<file path="src/sv/swr_pkg.sv">
// Package for the sample-without-replacement core: widths, reset values,
// controller state encoding and the command/status structs between modules.
// No dependencies.
package swr_pkg;

	localparam int SIZE_W         = 11;
	localparam int VALUE_W        = 10;
	localparam int WORD_W         = 32;
	localparam int DIV_CNT_W      = $clog2(WORD_W);
	localparam int POOL_DEPTH_DEF = 1024;
	localparam logic [SIZE_W-1:0] POOL_SIZE_RST = SIZE_W'(1024);

	typedef enum logic [2:0] {
		ST_FILL,
		ST_IDLE,
		ST_DIV,
		ST_RD_SLOT,
		ST_RD_LAST,
		ST_WRITE,
		ST_DONE
	} swr_state_t;

	typedef struct packed {
		logic fill;
		logic load;
		logic div_step;
		logic rd_slot;
		logic rd_last;
		logic wr;
		logic out_load;
	} swr_cmd_t;

	typedef struct packed {
		logic fill_last;
		logic rem_zero;
		logic div_last;
		logic out_free;
	} swr_sts_t;

endpackage

</file>
<file path="src/sv/swr_ctrl.sv">
// Controller state machine of the sample-without-replacement core.
// Sequences table refill, modulo reduction and table read-modify-write.
// Depends on swr_pkg.
module swr_ctrl (
	input  logic             clk,
	input  logic             arst_n,
	input  logic             cfg_we,
	input  logic             in_valid,
	output logic             in_stall,
	input  swr_pkg::swr_sts_t sts,
	output swr_pkg::swr_cmd_t cmd
);

	swr_pkg::swr_state_t state_q, state_d;

	always_ff @(posedge clk or negedge arst_n) begin
		if (!arst_n) begin
			state_q <= swr_pkg::ST_FILL;
		end else begin
			state_q <= state_d;
		end
	end

	always_comb begin
		state_d  = state_q;
		cmd      = '0;
		in_stall = 1'b1;
		case (state_q)
			swr_pkg::ST_FILL: begin
				cmd.fill = 1'b1;
				if (sts.fill_last) begin
					state_d = swr_pkg::ST_IDLE;
				end
			end
			swr_pkg::ST_IDLE: begin
				in_stall = 1'b0;
				if (in_valid) begin
					cmd.load = 1'b1;
					// empty pool: skip straight to the result
					state_d  = sts.rem_zero ? swr_pkg::ST_DONE : swr_pkg::ST_DIV;
				end
			end
			swr_pkg::ST_DIV: begin
				cmd.div_step = 1'b1;
				if (sts.div_last) begin
					state_d = swr_pkg::ST_RD_SLOT;
				end
			end
			swr_pkg::ST_RD_SLOT: begin
				cmd.rd_slot = 1'b1;
				state_d     = swr_pkg::ST_RD_LAST;
			end
			swr_pkg::ST_RD_LAST: begin
				cmd.rd_last = 1'b1;
				state_d     = swr_pkg::ST_WRITE;
			end
			swr_pkg::ST_WRITE: begin
				cmd.wr  = 1'b1;
				state_d = swr_pkg::ST_DONE;
			end
			swr_pkg::ST_DONE: begin
				// hold until the output register can take the result
				if (sts.out_free) begin
					cmd.out_load = 1'b1;
					state_d      = swr_pkg::ST_IDLE;
				end
			end
			default: begin
				state_d = swr_pkg::ST_FILL;
			end
		endcase
		// a register write reloads the table from any state
		if (cfg_we) begin
			cmd      = '0;
			in_stall = 1'b1;
			state_d  = swr_pkg::ST_FILL;
		end
	end

endmodule

</file>
<file path="config.mk">
export PLATFORM = sky130hd
export DESIGN_NAME = swr_ctrl
export DESIGN_NICKNAME = d
export VERILOG_FILES = /design/src/sv/swr_pkg.sv /design/src/sv/swr_ctrl.sv
export SDC_FILE = /design/constraint.sdc
export NUM_CORES = 1
export LEC_CHECK = 0
export ABC_CLOCK_PERIOD_IN_PS = 1300
export BUFFER_PORTS_ARGS = -buffer_cell sky130_fd_sc_hd__buf_4
export CORE_AREA = 4 4 41 43
export CTS_BUF_LIST = sky130_fd_sc_hd__clkbuf_8
export DETAILED_ROUTE_END_ITERATION = 12
export DIE_AREA = 0 0 45 47
export HOLD_SLACK_MARGIN = 0.12
export SLEW_MARGIN = 20
export SYNTH_ARGS = -nofsm -noshare
export SYNTH_HDL_FRONTEND = slang
export SYNTH_SLANG_ARGS = --single-unit
</file>
<file path="constraint.sdc">
create_clock -name clk -period 1.3 [get_ports clk]
set_clock_uncertainty 0.2 [all_clocks]
set_input_delay 0.26 -clock clk [delete_from_list [all_inputs] [get_ports clk]]
set_output_delay 0.26 -clock clk [all_outputs]
set_load 0.05 [all_outputs]
</file>
==> results of run 1 <==
==> layout make-up <==
class / instances / area (µm²)
multi-input combinational: 26 / 273
clock inverter: 1 / 3.75
inverter: 2 / 7.51
fill: 127 / 520
clock buffer: 3 / 41.3
sequential: 3 / 77.6
timing repair buffer: 36 / 359
tap: 15 / 18.8
==> power breakdown <==
part	leakage (nW)	switching, mW	internal (mW)
registers	0.0373	0.0192	0.105
logic	0.302	0.144	0.178
clock network	0.0269	0.0587	0.201
==> per-layer routing <==
layer,track usage (%),vias up,wire length [µm],part of all wire [%]
met3,5.75,2,78,6.8
li1,-,195,-,-
met5,0,-,0,0
met2,23.4,16,654,57
met1,11.0,190,398,35
met4,5.26,0,8,0.70
==> placed cells by master, fill, tap and decap left out, types with 2 or more instances in the layout <==
master	count
and3_4	2
buf_4	19
buf_6	9
buf_8	5
clkbuf_8	3
dfrtp_2	2
dlygate4sd3_1	2
inv_1	3
mux2_4	2
nand2_1	3
nand2_4	2
nor2b_4	2
o21ai_1	2
==> worst max-delay path, cell delays in order, from the launching register on <==
cell and delay [ps]:
dfrtp_1 410, buf_6 150, nor2b_4 150, and3b_2 210, buf_8 140
==> through the flow <==
stage	worst slack (ps)	TNS [ps]	utilization, %	cells	power, mW
after CTS	-405	-3310	56.7	85	0.688
final	-434	-3560	60.0	86	0.705
after global placement	-216	-1850	44.2	75	0.373
after detailed placement	-231	-1980	44.2	75	0.377
after global routing	-484	-4040	60.0	86	0.748
after floorplan	-366	-1950	-	33	0.267
==> timing repair <==
action	in CTS	in global routing
hold endpoints to repair	4	0
resized for setup	20	10
endpoints found under the setup margin	11	11
hold buffers	2	0
pin swaps	8	6
setup buffers	6	2
==> cells by family after synthesis <==
logic type | synth area share (%)
simple gates | 36.9
mux | 8.11
buf+inv | 8.11
flops | 27.0
compound gates | 19.8
==> worst min-delay path by stage <==
| stage | slack, ps | cells after the start | endpoint |
|---|---|---|---|
| after global routing | 150 | 4 | state_q[0]$_DFFE_PN0P_ |
| after floorplan | -240 | 0 | state_q[0]$_DFFE_PN0P_ |
| after CTS | 140 | 4 | state_q[0]$_DFFE_PN0P_ |
| after detailed placement | -150 | 1 | state_q[2]$_DFFE_PN0P_ |
| after global placement | -150 | 1 | state_q[2]$_DFFE_PN0P_ |
| final | 150 | 4 | state_q[0]$_DFFE_PN0P_ |
==> synthesized netlist by cell type (all sizes together) <==
| cell | n |
|---|---|
| a32o | 1 |
| and2 | 1 |
| inv | 2 |
| and3 | 2 |
| buf | 1 |
| and3b | 1 |
| a21oi | 2 |
| nand3b | 1 |
| mux2 | 2 |
| o21ai | 2 |
| nor4b | 1 |
| nor4 | 1 |
| o32ai | 1 |
| nand2 | 5 |
| o221ai | 1 |
| nor2 | 3 |
| clkbuf | 1 |
| nor2b | 2 |
| dfrtp | 3 |
==> results.md, run 1 <==
* Vias at 403
* Slew @ Worst Pin at about 220 ps
* Port bufs at 15
* Mapped cell area at 278 µm²
* CP Capture Type: primary output
* Routed Antenna Nets at 0
* I/O Pins at 16
* Critical Path Start: state_q[1]$_DFFE_PN0P_
* Clk sinks at 3
* Largest net degree at the start of global routing at 7
* DRT iter0 DRCs at 2
* Final setup viols at 11
* Syn_nets at 41
* Die ar. at approximately 2100 µm²
* FF+latch count, synth at 3
* Worst-Skew Late Latency at approximately 210 ps
* Initial core utilization at 21.3%
* Post-DP HPWL at between 700 and 800 µm
* Status: complete, but fails checks
* GP Congestion at approximately 0.81
* Row count at 13
* PwrDens at 903 nW/µm²
* Reg2reg end: state_q[2]$_DFFE_PN0P_
* Worst IR Drop VDD at 0.646 mV
* Final Max Slew Viols at 0
* Number of warnings issued by yosys at 0
* Antenna Cells at 0
* Sequential-to-total area share from yosys stat at between 20% and 30%
* Max_cap viols at 0
* Critical Path AT at 1270 ps
* WP data required at 840 ps
* GRT Util Overall at 12.3%
* Post-route cell area at slightly below 800 µm²
* Distinct cells, synth at 22
* Root Buffer: clkbuf_8
* Post-route setup slack at -434 ps
* Number of global-route vias before repair at 444
* Max reg flops at 3
* Hold path start: in_valid
* Violated checks: negative setup slack
* CTS tree: yes
* Inserted Clock Buffers at 3
* Antenna violations before repair at 0
* Vias per cell at 4.69
* Drt first pass iters at 3
* Placed inst area at between 500 and 600 µm²
* Share of the synthesized area in the top cell type at 27.0%
* Worst-path clk slew at approximately 30 ps
* CP Max Fanout at 4
* Startpoint types: flop
* First-pass GRT wire length at between 1.5 and 2 mm
* Tightest Hold Check Type: in -> reg
* Avg Inst Size Synth at 8.42 µm²
* Max Fclk at 0.577 GHz
* Wire length per cell at 13.3 µm
* Synth Instances at 33
* Biggest register: state_q
* R2r setup slk at -300 ps
* Area Overhead vs Synth at 181%
* Core area at 1300 µm²
* Tmin final at 1730 ps
* Overall routed net length at 1.14 mm
* CTS Buffer Depth at 2
* Slew margin rel. at 85.0%
* Tcrit/Tclk final at 133%
* Synth top area cells: dfrtp_1 27%, nand2_1 6.8%, o32ai_2 5.9%, nor2b_4 5.0%, and3_1 4.5%
* WS Path Type: reg -> out
* Final hold viol count at 0
* H-tree depth at 1
* RSZ-0062 raised after global routing: yes
* Worst hold margin at 149 ps
* Leak at approximately 0.37 nW
* Critical Path End: cmd[1]
* Register-to-Register Path Depth at 5
* DRC at 0
* # nets final at 80
* Synth area leader: dfrtp_1
* Largest regs: state_q: 3 flops
* Die Width at 45 µm
* Die Y at 47 µm
* Total gr overflow at 0
* Share of cells above drive strength 1 at 80.3%
* Worst r2r src: state_q[1]$_DFFE_PN0P_
No activity file was read; power rests on OpenSTA's default activity.
==> run 2, diff against run 1 <==
--- a/config.mk
+++ b/config.mk
@@ -8,7 +8,6 @@
 export ABC_CLOCK_PERIOD_IN_PS = 1300
 export BUFFER_PORTS_ARGS = -buffer_cell sky130_fd_sc_hd__buf_4
 export CORE_AREA = 4 4 41 43
-export CTS_BUF_LIST = sky130_fd_sc_hd__clkbuf_8
 export DETAILED_ROUTE_END_ITERATION = 12
 export DIE_AREA = 0 0 45 47
 export HOLD_SLACK_MARGIN = 0.12
==> run 2 against run 1 <==
Against the previous run:
- the run still ends with negative setup slack left
- die area unchanged
- flip-flop and latch count unchanged
- worst setup slack worse by 16 ps
- count of clock-buffer cells in the layout up 1
- final cell count unchanged
- combinational power about the same
==> results.md, run 2 (synthesis results as in run 1) <==
* Status: complete, but fails checks
* Violated checks: negative setup slack
* Core area at 1300 µm²
* Initial core utilization at between 20% and 30%
* Post-route setup slack at -449 ps
* Die Width at 45 µm
* DRT iter0 DRCs at 10
* Slew @ Worst Pin at 225 ps
* CP Max Fanout at 4
* Post-DP HPWL at 754 µm
* Inserted Clock Buffers at 3
* CTS tree: yes
* Worst r2r src: state_q[1]$_DFFE_PN0P_
* GP Congestion at 0.806
* Commonest non-fill, non-tap cell in the layout: buf_4
* Biggest register: state_q
* Total gr overflow at 0
* Tcrit/Tclk final at 135%
* Number of global-route vias before repair at 433
* Critical Path AT at 1290 ps
* CP Capture Type: primary output
* Startpoint types: flop
* Vias at 406
* Leak at 0.354 nW
* Routed Antenna Nets at 0
* Worst-path clk slew at around 40 ps
* Die ar. at 2120 µm²
* Max Fclk at 0.572 GHz
* Largest regs: state_q: 3 flops
* CTS Hold Bufs at 2
* DRC at 0
* Drt first pass iters at 4
* Slew margin rel. at approximately 85%
* Worst-Skew Late Latency at 240 ps
* Worst IR Drop VDD at 0.488 mV
* Hold path start: in_valid
* Area Overhead vs Synth at 174%
* Largest net degree at the start of global routing at 7
* # nets final at 80
* Final Max Slew Viols at 0
* Vias per cell at 4.72
* Antenna violations before repair at 0
* Tightest Hold Check Type: in -> reg
* WP data required at 840 ps
* Final hold viol count at 0
* Max_cap viols at 0
* Fill count at roughly 130
* Max reg flops at 3
* Fin util at approximately three fifths
* Overall routed net length at around 1.1 mm
* Clk sinks at 3
* Row count at 13
* DP Worst Slack at -231 ps
* I/O Pins at 16
* Share of cells above drive strength 1 at 80.3%
* Inst Count DP at 75
* Tot Pwr at 0.615 mW
* Final setup viols at 11
* Critical Path Start: state_q[1]$_DFFE_PN0P_
* Most frequent cells in the layout: 19 x buf_4, 9 x buf_6, 5 x buf_8, 3 x nand2_1, 3 x clkbuf_4
* Tmin final at 1750 ps
* Root Buffer: clkbuf_4
* Antenna Cells at 0
* First-pass GRT wire length at 1.81 mm
* GRT Util Overall at 12.3%
* H-tree depth at 1
* RSZ-0062 raised after global routing: yes
* WS Path Type: reg -> out
* Port bufs at 15
* Wire length per cell at 13.2 µm
* Cell Count, Final, Fillers Out at between 80 and 90
* CTS Buffer Depth at 2
* Die Y at between 40 and 50 µm
* PwrDens at ~810 nW/µm²
## run 2: changes by cell type in the layout (fill, tap and decap cells not counted)
cell,change
inv_1,-1
clkbuf_4,+3
clkbuf_8,-3
clkbuf_1,+1
## run 2: final timing paths
check / end / slack (ps) / depth (start not counted)
max: cmd[1] / -450 / 4
min: state_q[0]$_DFFE_PN0P_ / 130 / 4
max reg2reg: state_q[2]$_DFFE_PN0P_ / -290 / 5
min reg2reg: state_q[2]$_DFFE_PN0P_ / 590 / 3
max in group asynchronous: state_q[0]$_DFFE_PN0P_ / 650 / 2
min in group asynchronous: state_q[1]$_DFFE_PN0P_ / 150 / 2
## run 2: per-layer routing
metal,routed length [µm],global-route usage [%],up-vias
li1,-,-,195
met1,417,11.9,194
met2,633,23.2,15
met3,80,5.75,2
met4,6,3.51,0
met5,0,0,-
## run 2: layout make-up
class | instances | area (µm²) | area share, %
clock buffers | 4 | 26.3 | 3.45
inverters | 2 | 7.51 | 0.985
multi-input cells | 26 | 273 | 35.8
flip-flops and latches | 3 | 77.6 | 10.2
well taps | 15 | 18.8 | 2.46
repair buffers | 36 | 359 | 47.1
## run 2: per-stage QoR
step / setup TNS [ps] / area [µm²] / hold WS [ps]
final: -3720 / 762 / 128
after detailed placement: -1980 / 576 / -148
after global placement: -1850 / 576 / -149
after CTS: -3510 / 719 / 115
after global routing: -4270 / 762 / 119
after floorplan: -1950 / 352 / -236
## run 2: power breakdown
group / switching [mW] / internal (mW) / total (mW)
Sequential: 0.0186 / 0.105 / 0.123
Clock: 0.0530 / 0.115 / 0.168
Combinational: 0.145 / 0.178 / 0.323
Total: 0.217 / 0.398 / 0.615
## run 2: what timing repair did
| item | CTS | global route |
|---|---|---|
| pin swaps | 8 | 5 |
| hold endpoints to repair | 5 | 1 |
| resized for setup | 20 | 10 |
| buffers inserted | 6 | 3 |
| endpoints found under the setup margin | 11 | 11 |
## run 2: critical path, stage by stage (launching register included)
cell and delay [ps]:
dfrtp_1 400, buf_6 150, nor2b_4 150, and3b_2 210
buf_8 140
